File: src/design/nfa_regex_full_match_unit_defines.svh
// assertion macros for the nfa matcher
`ifndef NFA_REGEX_FULL_MATCH_UNIT_DEFINES_SVH
`define NFA_REGEX_FULL_MATCH_UNIT_DEFINES_SVH
`ifndef SYNTHESIS
`define NFA_ASSERT_IMPL(label, clk, rstn, ante, cons, msg) \
    label: assert property (@(posedge clk) disable iff (!rstn) (ante) |-> (cons)) else $error(msg);
`define NFA_ASSERT_NEXT(label, clk, rstn, ante, cons, msg) \
    label: assert property (@(posedge clk) disable iff (!rstn) (ante) |=> (cons)) else $error(msg);
`else
`define NFA_ASSERT_IMPL(label, clk, rstn, ante, cons, msg)
`define NFA_ASSERT_NEXT(label, clk, rstn, ante, cons, msg)
`endif
`endif

File: src/design/nfa_pkg.sv
package nfa_pkg;
    localparam int NODE_SLOTS_DEF  = 32;
    localparam int TRANS_SLOTS_DEF = 64;
    localparam int NODE_W = 5;
    localparam int SLOT_W = 6;
    localparam int CP_W   = 21;

    typedef enum logic [1:0] {
        ACT_WRITE = 2'd0,
        ACT_START = 2'd1,
        ACT_FEED  = 2'd2,
        ACT_NONE  = 2'd3
    } action_t;

    localparam logic CFG_START  = 1'b0;
    localparam logic CFG_ACCEPT = 1'b1;

    typedef struct packed {
        logic [1:0]        action;
        logic [SLOT_W-1:0] slot_index;
        logic              entry_valid;
        logic              eps_flag;
        logic [NODE_W-1:0] source_node;
        logic [NODE_W-1:0] target_node;
        logic [CP_W-1:0]   range_low;
        logic [CP_W-1:0]   range_high;
        logic [CP_W-1:0]   codepoint;
    } in_word_t;

    typedef struct packed {
        logic accepted;
        logic alive;
    } out_word_t;

    // one table row as stored in ram, valid bit kept apart
    typedef struct packed {
        logic              eps_flag;
        logic [NODE_W-1:0] src;
        logic [NODE_W-1:0] dst;
        logic [CP_W-1:0]   lo;
        logic [CP_W-1:0]   hi;
    } entry_t;

    // controller to datapath commands
    typedef struct packed {
        logic load_in;    // capture input word
        logic write_ent;  // write table entry from captured word
        logic seed_start; // set first set to start node bit
        logic clear_acc;  // clear accumulation set
        logic step;       // process one table entry
        logic commit_adv; // active set <= accumulated advance set
        logic commit_clo; // active set <= closure accumulated set
        logic load_out;   // register result
    } cmd_t;

    typedef struct packed {
        logic last_slot; // scan pointer at last entry
        logic changed;   // closure round added a node
    } sts_t;
endpackage

File: src/design/nfa_ctrl.sv
`include "nfa_regex_full_match_unit_defines.svh"
module nfa_ctrl
    import nfa_pkg::*;
(
    input  logic      aclk,
    input  logic      aresetn,
    input  logic      s_valid,
    output logic      s_ready,
    input  logic [1:0] s_action,
    output logic      m_valid,
    input  logic      m_ready,
    input  sts_t      sts,
    output cmd_t      cmd
);
    typedef enum logic [4:0] {
        ST_IDLE = 5'b00001,
        ST_DISP = 5'b00010,
        ST_ADV  = 5'b00100,
        ST_CLO  = 5'b01000,
        ST_OUT  = 5'b10000
    } state_t;

    state_t state_reg, state_next;
    logic   m_valid_reg, m_valid_next;
    logic [1:0] act_reg, act_next;

    assign m_valid = m_valid_reg;
    assign s_ready = (state_reg == ST_IDLE);

    always_comb begin
        state_next   = state_reg;
        m_valid_next = m_valid_reg;
        act_next     = act_reg;
        cmd          = '0;
        if (m_valid_reg && m_ready) begin
            m_valid_next = 1'b0;
        end
        unique case (state_reg)
            ST_IDLE: begin
                if (s_valid) begin
                    cmd.load_in = 1'b1;
                    act_next    = s_action;
                    state_next  = ST_DISP;
                end
            end
            ST_DISP: begin
                cmd.clear_acc = 1'b1;
                unique case (act_reg)
                    ACT_WRITE: begin
                        cmd.write_ent = 1'b1;
                        state_next    = ST_OUT;
                    end
                    ACT_START: begin
                        cmd.seed_start = 1'b1;
                        state_next     = ST_CLO;
                    end
                    ACT_FEED: state_next = ST_ADV;
                    default:  state_next = ST_OUT;
                endcase
            end
            ST_ADV: begin
                cmd.step = 1'b1;
                if (sts.last_slot) begin
                    cmd.commit_adv = 1'b1;
                    state_next     = ST_CLO;
                end
            end
            ST_CLO: begin
                cmd.step = 1'b1;
                if (sts.last_slot) begin
                    cmd.commit_clo = 1'b1;
                    if (!sts.changed) begin
                        state_next = ST_OUT;
                    end
                end
            end
            ST_OUT: begin
                if (!m_valid_reg || m_ready) begin
                    cmd.load_out = 1'b1;
                    m_valid_next = 1'b1;
                    state_next   = ST_IDLE;
                end
            end
            default: state_next = ST_IDLE;
        endcase
    end

    always_ff @(posedge aclk) begin
        if (!aresetn) begin
            state_reg   <= ST_IDLE;
            m_valid_reg <= 1'b0;
            act_reg     <= ACT_WRITE;
        end else begin
            state_reg   <= state_next;
            m_valid_reg <= m_valid_next;
            act_reg     <= act_next;
        end
    end

    `NFA_ASSERT_NEXT(a_out_held, aclk, aresetn, m_valid && !m_ready, m_valid, "result dropped")
    `NFA_ASSERT_IMPL(a_busy, aclk, aresetn, state_reg != ST_IDLE, !s_ready, "ready in busy")
    `NFA_ASSERT_IMPL(a_one_commit, aclk, aresetn, cmd.commit_adv, !cmd.commit_clo, "two commits")
endmodule

File: src/design/nfa_dp.sv
module nfa_ram #(
    parameter int WIDTH = 8,
    parameter int DEPTH = 16
) (
    input  logic                     aclk,
    input  logic                     we,
    input  logic [$clog2(DEPTH)-1:0] waddr,
    input  logic [WIDTH-1:0]         wdata,
    input  logic [$clog2(DEPTH)-1:0] raddr,
    output logic [WIDTH-1:0]         rdata
);
    logic [WIDTH-1:0] mem [DEPTH];
    logic [WIDTH-1:0] rdata_reg;

    always_ff @(posedge aclk) begin
        if (we) mem[waddr] <= wdata;
        rdata_reg <= mem[raddr];
    end

    assign rdata = rdata_reg;
endmodule

module nfa_dp
    import nfa_pkg::*;
#(
    parameter int NODE_SLOTS  = NODE_SLOTS_DEF,
    parameter int TRANS_SLOTS = TRANS_SLOTS_DEF
) (
    input  logic            aclk,
    input  logic            aresetn,
    input  in_word_t        s_data,
    input  logic [NODE_W-1:0] start_node,
    input  logic [NODE_W-1:0] accept_node,
    input  cmd_t            cmd,
    output sts_t            sts,
    output out_word_t       m_data
);
    localparam int PW = (TRANS_SLOTS > 1) ? $clog2(TRANS_SLOTS) : 1;

    // rows in ram with registered read, valid bits in flip-flops
    logic [TRANS_SLOTS-1:0] ent_valid_reg;
    entry_t ent_wdata, ent_rdata;

    in_word_t in_reg;
    logic [NODE_SLOTS-1:0] act_reg, acc_reg, acc_next;
    logic [PW-1:0] ptr_reg, ptr_next;
    logic          chg_reg, chg_next;
    logic          closing_reg;
    out_word_t     out_reg;
    logic          wr_en;
    logic [PW-1:0] wr_slot;

    function automatic logic [NODE_SLOTS-1:0] bit_of(input logic [NODE_W-1:0] n);
        logic [NODE_SLOTS-1:0] r;
        r = '0;
        if (32'(n) < NODE_SLOTS) r[n] = 1'b1;
        return r;
    endfunction

    logic [NODE_SLOTS-1:0] src_bit, dst_bit;
    logic hit, in_range;

    assign wr_en   = cmd.write_ent && (32'(in_reg.slot_index) < TRANS_SLOTS);
    assign wr_slot = PW'(in_reg.slot_index);

    assign ent_wdata.eps_flag = in_reg.eps_flag;
    assign ent_wdata.src      = in_reg.source_node;
    assign ent_wdata.dst      = in_reg.target_node;
    assign ent_wdata.lo       = in_reg.range_low;
    assign ent_wdata.hi       = in_reg.range_high;

    // read address runs one step ahead so the row at ptr_reg is on rdata
    nfa_ram #(.WIDTH($bits(entry_t)), .DEPTH(TRANS_SLOTS)) u_table (
        .aclk, .we(wr_en), .waddr(wr_slot), .wdata(ent_wdata),
        .raddr(ptr_next), .rdata(ent_rdata)
    );

    assign sts.last_slot = (32'(ptr_reg) == TRANS_SLOTS - 1);
    assign sts.changed   = chg_next;

    always_comb begin
        ptr_next = ptr_reg;
        if (cmd.clear_acc) ptr_next = '0;
        else if (cmd.step) ptr_next = sts.last_slot ? '0 : ptr_reg + PW'(1);
    end

    assign src_bit  = bit_of(ent_rdata.src);
    assign dst_bit  = bit_of(ent_rdata.dst);
    assign in_range = (ent_rdata.lo <= in_reg.codepoint)
                   && (in_reg.codepoint <= ent_rdata.hi);

    // advance reads the old set, closure reads the growing set
    always_comb begin
        hit = 1'b0;
        if (ent_valid_reg[ptr_reg]) begin
            if (closing_reg) hit = ent_rdata.eps_flag && |(acc_reg & src_bit);
            else hit = !ent_rdata.eps_flag && in_range && |(act_reg & src_bit);
        end
    end

    always_comb begin
        acc_next = acc_reg;
        chg_next = chg_reg;
        if (cmd.step && hit) begin
            acc_next = acc_reg | dst_bit;
            if ((dst_bit & ~acc_reg) != '0) chg_next = 1'b1;
        end
    end

    always_ff @(posedge aclk) begin
        if (cmd.load_in) in_reg <= s_data;
        if (cmd.load_out) begin
            out_reg.accepted <= |(act_reg & bit_of(accept_node));
            out_reg.alive    <= |act_reg;
        end
    end

    always_ff @(posedge aclk) begin
        if (!aresetn) begin
            ent_valid_reg <= '0;
            act_reg       <= '0;
            acc_reg       <= '0;
            ptr_reg       <= '0;
            chg_reg       <= 1'b0;
            closing_reg   <= 1'b0;
        end else begin
            if (wr_en) ent_valid_reg[wr_slot] <= in_reg.entry_valid;
            ptr_reg <= ptr_next;
            if (cmd.clear_acc) begin
                chg_reg     <= 1'b0;
                closing_reg <= cmd.seed_start;
                acc_reg     <= cmd.seed_start ? bit_of(start_node) : '0;
            end else if (cmd.step) begin
                acc_reg <= acc_next;
                chg_reg <= sts.last_slot ? 1'b0 : chg_next;
                if (cmd.commit_adv) closing_reg <= 1'b1;
                if (cmd.commit_adv || cmd.commit_clo) act_reg <= acc_next;
            end
        end
    end

    assign m_data = out_reg;
endmodule

File: src/design/nfa_regex_full_match_unit.sv
// channel   | direction | handshake             | word
// s_ (in)   | input     | s_valid / s_ready     | in_word_t
// m_ (out)  | output    | m_valid / m_ready     | out_word_t
// cfg_      | input     | cfg_valid / cfg_ready | index + data
// a write or an unused code goes through accept, dispatch and result load
// start seeds the start node, then runs closure rounds, one table entry scanned per cycle
// feed adds one advance pass over all TRANS_SLOTS entries before the closure rounds
// rounds run from 1 to NODE_SLOTS, until a round adds no node
// reset clears all table valid bits at once, no clearing pass
// a stalled result holds the block in its output state
module nfa_regex_full_match_unit
    import nfa_pkg::*;
#(
    parameter int NODE_SLOTS  = NODE_SLOTS_DEF,
    parameter int TRANS_SLOTS = TRANS_SLOTS_DEF
) (
    input  logic      aclk,
    input  logic      aresetn,
    input  logic      s_valid,
    output logic      s_ready,
    input  in_word_t  s_data,
    output logic      m_valid,
    input  logic      m_ready,
    output out_word_t m_data,
    input  logic      cfg_valid,
    output logic      cfg_ready,
    input  logic      cfg_index,
    input  logic [NODE_W-1:0] cfg_data
);
    cmd_t cmd;
    sts_t sts;
    logic [NODE_W-1:0] start_reg, accept_reg;

    // config always accepted
    assign cfg_ready = 1'b1;
    always_ff @(posedge aclk) begin
        if (!aresetn) begin
            start_reg  <= '0;
            accept_reg <= '0;
        end else if (cfg_valid) begin
            if (cfg_index == CFG_START) start_reg <= cfg_data;
            else accept_reg <= cfg_data;
        end
    end

    nfa_ctrl u_ctrl (
        .aclk, .aresetn, .s_valid, .s_ready, .s_action(s_data.action),
        .m_valid, .m_ready, .sts, .cmd
    );

    nfa_dp #(.NODE_SLOTS(NODE_SLOTS), .TRANS_SLOTS(TRANS_SLOTS)) u_dp (
        .aclk, .aresetn, .s_data, .start_node(start_reg), .accept_node(accept_reg),
        .cmd, .sts, .m_data
    );
endmodule

File: config.mk
export PLATFORM = sky130hd
export DESIGN_NAME = nfa_regex_full_match_unit
export DESIGN_NICKNAME = d
export VERILOG_FILES = /design/src/design/nfa_pkg.sv /design/src/design/nfa_ctrl.sv /design/src/design/nfa_dp.sv /design/src/design/nfa_regex_full_match_unit.sv
export VERILOG_INCLUDE_DIRS = /design/src /design/src/design
export SDC_FILE = /design/constraint.sdc
export NUM_CORES = 2
export LEC_CHECK = 0
export CORE_MARGIN = 5
export CORE_UTILIZATION = 23
export DETAILED_ROUTE_END_ITERATION = 6
export DONT_BUFFER_PORTS = 1
export SLEW_MARGIN = 10
export SYNTH_ARGS = -nofsm -noshare
export SYNTH_HDL_FRONTEND = slang
export SYNTH_SLANG_ARGS = --single-unit
File: constraint.sdc
create_clock -name aclk -period 6 [get_ports aclk]
set_clock_uncertainty 0.05 [all_clocks]
set_input_delay 0.6 -clock aclk [delete_from_list [all_inputs] [get_ports aclk]]
set_output_delay 0.6 -clock aclk [all_outputs]
set_load 0.02 [all_outputs]
Word-level counts from Yosys, hierarchy flattened
Memories as Yosys holds them, arrays and structs flattened. A register that Yosys moved wholly into a read port is not among the register bits.
Index checks and enable logic that the tools add are counted.
{"block": "word_totals", "mem_bits_rw": 3392, "output_inout_bits": 5, "n_memories": 1, "wordCells": 141, "ff_bits": 237}
{"block": "op_classes", "n_bitwise": 9, "n_addsub": 1, "n_lt_le_gt_ge": 13, "muxes": 52, "n_reduce_logical": 31, "eq_ne": 13}
{"memory": "u_dp.u_table.mem", "depth": 64, "width": 53, "read_ports": 1, "rd_clocked_by_memory_dff": 1, "write_ports": 1, "line": "nfa_dp.sv:12", "source": "logic [WIDTH-1:0] mem [DEPTH];"}
{"cell": "two-way mux 32 bit", "count": 5}
{"cell": "bitwise AND 32 bit", "count": 4}
{"cell": "OR reduction 32 bit", "count": 4}
{"cell": "bitwise mux 64 bit", "count": 1}
{"cell": "<= comparator 21 bit", "count": 2}
{"cell": "inverter 32 bit", "count": 1}
{"cell": "bitwise OR 32 bit", "count": 1}
{"cell": "nonzero test 32 bit", "count": 1}
{"cell": "two-way mux 1 bit", "count": 29}
{"cell": "two-way mux 5 bit", "count": 5}
{"cell": "case mux 5 bit (5 select lines)", "count": 1}
{"cell": "less-than comparator 5 x 6 -> 1 bit (second input constant)", "count": 4}
{"cell": "demux 1 bit (select 5 bit)", "count": 4}
{"cell": "greater-or-equal comparator 5 x 1 -> 1 bit (second input constant)", "count": 4}
{"cell": "two-way mux 6 bit", "count": 3}
{"cell": "less-than comparator 6 x 7 -> 1 bit (second input constant)", "count": 2}
{"cell": "logical AND 1 bit", "count": 11}
{"cell": "case mux 5 bit (2 select lines)", "count": 1}
{"cell": "AND reduction 2 bit", "count": 4}
{"cell": "adder 6 x 1 -> 6 bit (second input constant)", "count": 1}
{"cell": "binary-select mux 1 bit (select 6 bit)", "count": 1}
{"cell": "demux 1 bit (select 6 bit)", "count": 1}
{"cell": "== test 6 bit (second input constant)", "count": 1}
{"cell": "greater-or-equal comparator 6 x 1 -> 1 bit (second input constant)", "count": 1}
{"cell": "18 further kinds", "count": 27}

Depth between registers and ports, before layout
{"block": "logic_depth", "ltp_word": 14, "mapped_depth": 15, "depth_no_buf": 11}

Cells and area by module
A second synthesis with hierarchy kept.
{"block": "hier_totals", "cells_unflattened": 6849, "area_unflattened_um2": 141976.2}
{"mod": "nfa_ram", "cells_each": 5520, "seq_area_each_um2": 102918.7, "area_per_inst_um2": 129401.6, "instances": 1}
{"mod": "nfa_dp", "cells_each": 1219, "seq_area_each_um2": 5215.0, "area_per_inst_um2": 11572.3, "instances": 1}
{"mod": "nfa_ctrl", "cells_each": 68, "seq_area_each_um2": 160.2, "area_per_inst_um2": 585.6, "instances": 1}
{"mod": "nfa_regex_full_match_unit", "cells_each": 42, "seq_area_each_um2": 200.2, "area_per_inst_um2": 416.6, "instances": 1}

Worst setup path before layout
Ideal clock, no wire load.
{"block": "synth_path", "path_type": "register to register", "start": "register u_ctrl.state_reg[2]", "end": "memory u_dp.u_table.mem[48][0] (netlist name) (enable)", "stages_incl_launch_ff": 9, "period_less_slack_ps": 4866, "required_ps": 5485, "path_slack_ps": 1134, "arrival_ps": 4351, "n_path_buf": 4, "cell_sequence": "dfxtp_1 > buf_4 > or3b_1 > nor2_2 > buf_2 > clkbuf_1 > nand4_1 > clkbuf_1 > nor2_1"}
{"block": "synth_between", "elab_chain_len": 4}
{"element": "from (decl)", "line": "nfa_ctrl.sv:23", "source": "state_t state_reg, state_next;"}
{"element": "from (signal assigned)", "line": "nfa_ctrl.sv:94", "source": "state_reg <= state_next;"}
{"element": "== test 5 x 2 -> 1 bit", "line": "nfa_ctrl.sv:38", "source": "unique case (state_reg)"}
{"element": "two-way mux 3 bit", "line": "nfa_ctrl.sv:38"}
{"element": "two-way mux 1 bit", "line": "nfa_dp.sv:16", "source": "if (we) mem[waddr] <= wdata;"}
{"element": "two-way mux 1 bit (implied by the code)", "line": "nfa_dp.sv:16"}
{"element": "to (decl)", "line": "nfa_dp.sv:12"}
No other way between the ends.

Worst setup path in the final report
{"block": "layout_path", "start": "register u_dp.ptr_reg[0]", "end": "register u_dp.u_table.rdata_reg[40] (netlist: u_dp.u_table.rdata[40]), read port of u_dp.u_table.mem"}
{"block": "layout_between", "elab_chain_len": 4, "word_cells_on_any_way": 5, "cone_classes": "1 x add/sub; 1 x eq/ne; 3 x mux"}
{"element": "from (decl)", "line": "nfa_dp.sv:46", "source": "logic [PW-1:0] ptr_reg, ptr_next;"}
{"element": "from (signal assigned)", "line": "nfa_dp.sv:128", "source": "ptr_reg <= ptr_next;"}
{"element": "adder 6 x 1 -> 6 bit or == test 6 bit (tied branches)", "line": "nfa_dp.sv:84, nfa_dp.sv:78"}
{"element": "two-way mux 6 bit", "line": "nfa_dp.sv:84", "source": "else if (cmd.step) ptr_next = sts.last_slot ? '0 : ptr_reg + PW'(1);"}
{"element": "two-way mux 6 bit *", "line": "nfa_dp.sv:84"}
{"element": "two-way mux 6 bit *", "line": "nfa_dp.sv:83", "source": "if (cmd.clear_acc) ptr_next = '0;"}
{"element": "to (decl)", "line": "nfa_dp.sv:13", "source": "logic [WIDTH-1:0] rdata_reg;"}
Every way passes the cells marked *; elsewhere a longest branch is shown, timed or not.
A chain may end at the register's enable or synchronous reset.

==> run_results.csv <==
group,metric,value,unit
sta,tns,0,ps
sta,setup_ws,1227,ps
place,dpl-instance-area,160100,um2
synth,synth_top_family_by_area,"simple AND/OR/NAND/NOR gates",
routing,drtIter0Drc,16779,
die,die-width,810.9,um
final_layout,final_cell_mix,"3475 x edfxtp_1, 2920 x nand2_1, 959 x nand3_1, 376 x a31oi_1, 364 x clkbuf_16",
critical_path,path_common_cell,"and2_1",
critical_path,crit_fanout,67,
place,pre_cts_ws,1356,ps
synth,ys_seq_elements,3682,
sta,slew_headroom,12.23,%
synth,ys.flop_type,"edfxtp_1",
pwr,powerDensity,321.8,nW/um2
sta,setup_viol,0,
synth,synthSimpleGateAreaFrac,13.17,%
routing,drt_wl_total,553400,um
final_layout,largest_reg_flops,3392,
synth,synthCells,11129,
die,pin_count,99,
pwr,ir_worst_vdd,322.7,uV
synth,synth_cell_type_count,99,
critical_path,slowest_delay,900,ps
routing,via_count,102990,
synth,synthesis.nets,11270,
worst_hold_path,worstHoldPathType,"input port to register",
clocking,clk_latency,980,ps
routing,route.detailed.drc,1,
clocking,numCtsBuffers,356,
synth,ys_seq_area_share,73.55,%
grt,overflow,0,
die,dieArea,657500,um2
synth,yosys.area.top_type_share,70.74,%
final_layout,final_common_cell,"edfxtp_1",
sta,timing_hold_violations_final,0,
place,dp_hpwl,287200,um
final_layout,postLayoutCellArea,172700,um2
synth,synth_edf_count,3475,
clocking,cts_tree,"yes",
final_layout,area_growth,17.06,%
die,initial_core_util,23.05,%
synth,netlist_area,147500,um2
sta,period_needed,4773,ps
sta,clock.fmax,209.5,MHz
clocking,clock_path_buffers,4,
critical_path,path_class,"register to register",
die,rows,294,
critical_path,critical_path.cell_chain,"ha_1 -> and2_1 -> nand2_1 -> and2_1 -> o221a_4 -> nor2_4 -> buf_12 -> nand3_1 -> a31oi_1 -> or3_1",
synth,synth_compound_area_share,7.926,%
grt,grt_antenna_before_repair,56,
routing,drtAntennaViolNets,0,
place,portBuffers,0,
synth,yosys_warnings,0,
pwr,cellLeakagePower,0.05504,uW
final_layout,drive_above_1_share,9.694,%
routing,wl_per_cell,27.69,um
sta,whs,60.63,ps
critical_path,worst_setup_path_end_kind,"register",
clocking,htree_levels,5,
final_layout,fill_cells,64989,
final_layout,nNetsFinal,11381,
die,fp.coreArea,640100,um2
sta,period_share,79.55,%
sta,tightest_slew,1317,ps
clocking,postCtsSetupBuffers,0,
grt,first_global_vias,93262,
synth,synth_fa_ha_area_share,0.3986,%
critical_path,required,6820,ps
critical_path,critPathLaunchType,"register",
grt,grt_usage,15.95,%
routing,vias_per_cell,5.154,
routing,drtPass1Iterations,7,
synth,synth_mux_area_share,2.240,%
outcome,failed_checks,"DRC",
grt,grt_max_degree,124,
grt,grt_pass1_wl,756600,um
clocking,clk_pin_slew,60,ps
clocking,cts-root-buf,"clkbuf_16",
synth,synth_largest_area_cell,"edfxtp_1",
sta,maxSlewViolCount,0,
synth,ys_async_sr_fraction,0,%
job,max_cap_violations,0,
die,die_h,810.9,um
critical_path,arrival,5590,ps
clocking,cts_sinks,3682,
synth,synth_xor_area_share,0.02460,%
synth,synth_area_leaders,"edfxtp_1 71%, nand2_1 7.4%, nand3_1 3.3%",
place,place_congestion,0.8546,
sta,rsz0062_at_grt,"no",
outcome,outcome,"finished with violations",
synth,syn-mean-instance-area,13.26,um2
critical_path,cpMaxStageDelayCell,"dfxtp_4",
final timing paths:
kind | startpoint | endpoint | slack, ps | cells after the start
max | u_dp.ptr_reg[0]$_SDFF_PN0_ | u_dp.u_table.rdata[40]$_DFF_P_ | 1230 | 10
min | aresetn | u_dp.act_reg[8]$_SDFFE_PN0P_ | 60 | 2
max reg2reg | u_dp.ptr_reg[0]$_SDFF_PN0_ | u_dp.u_table.rdata[40]$_DFF_P_ | 1230 | 10
min reg2reg | u_dp.ent_valid_reg[38]$_SDFFE_PN0P_ | u_dp.ent_valid_reg[38]$_SDFFE_PN0P_ | 420 | 2
area by class of cell:
type / count / area [um2] / share of cell area, %
multi-input cells: 6579 / 35780 / 20.72
clock buffers: 478 / 9797 / 5.673
clock inverters: 173 / 1682 / 0.9738
well taps: 8436 / 10560 / 6.112
flip-flops and latches: 3682 / 108500 / 62.83
diodes: 15 / 37.54 / 0.02174
inverters: 81 / 310.3 / 0.1797
repair buffers: 540 / 6036 / 3.495
stage by stage:
stage | instances | power [uW] | utilization (%)
after floorplan | 11129 | 31870 | -
after global placement | 19217 | 33340 | 25.02
after detailed placement | 19217 | 33420 | 25.02
after CTS | 19968 | 55680 | 26.97
after global routing | 19971 | 57020 | 26.98
final | 19984 | 55570 | 26.98
worst max-delay path: cells and delay by family (launching register included):
kind                       cells  cell delay, ps
and+or+nand+nor                6            1760
AOI/OAI and AO/OA              2            1130
DFF                            1             900
adders and majority gates      1             420
buffers and inverters          1             340
per-layer routing:
layer / wire (um) / GRT usage, %
met5: 186 / 0
met4: 29030 / 7.188
met3: 70990 / 3.611
met2: 239200 / 23.92
met1: 214000 / 21.95
cell usage after synthesis, types with 20 or more instances:
cell type	instances
mux4_2	28
a32oi_1	161
and3_1	212
nor2_1	173
o221ai_1	25
buf_2	393
ha_1	47
a221o_1	21
mux2i_1	248
nand2_1	2924
buf_1	62
o211ai_1	23
a221oi_1	71
a22oi_1	20
nor3_1	61
o21ai_0	249
a31oi_1	376
dfxtp_1	207
buf_4	48
o22ai_1	102
a311oi_1	140
nand3_1	959
clkbuf_1	278
edfxtp_1	3475
a211oi_1	75
a21oi_1	274
nand4_1	74
inv_1	78
power by group:
part / internal, uW / switching [uW] / leakage [uW]
Sequential: 29700 / 199 / 0.0329
Combinational: 468 / 2630 / 0.0165
Clock: 12500 / 10000 / 0.00562
Total: 42700 / 12900 / 0.0550
logic make-up after synthesis:
logic type / count (synthesis)
flip-flops: 3682
multiplexers: 293
buffers and inverters: 868
AND/OR/NAND/NOR: 4529
other: 1
XOR/XNOR: 2
AO/OA/AOI/OAI: 1707
adder cells (fa/ha/maj): 47
timing repair:
action / in CTS / in global routing
hold endpoints to repair: 141 / 0
hold buffers: 100 / 0
gates resized for setup: 0 / 0
Power figures use the tool's default switching activity.
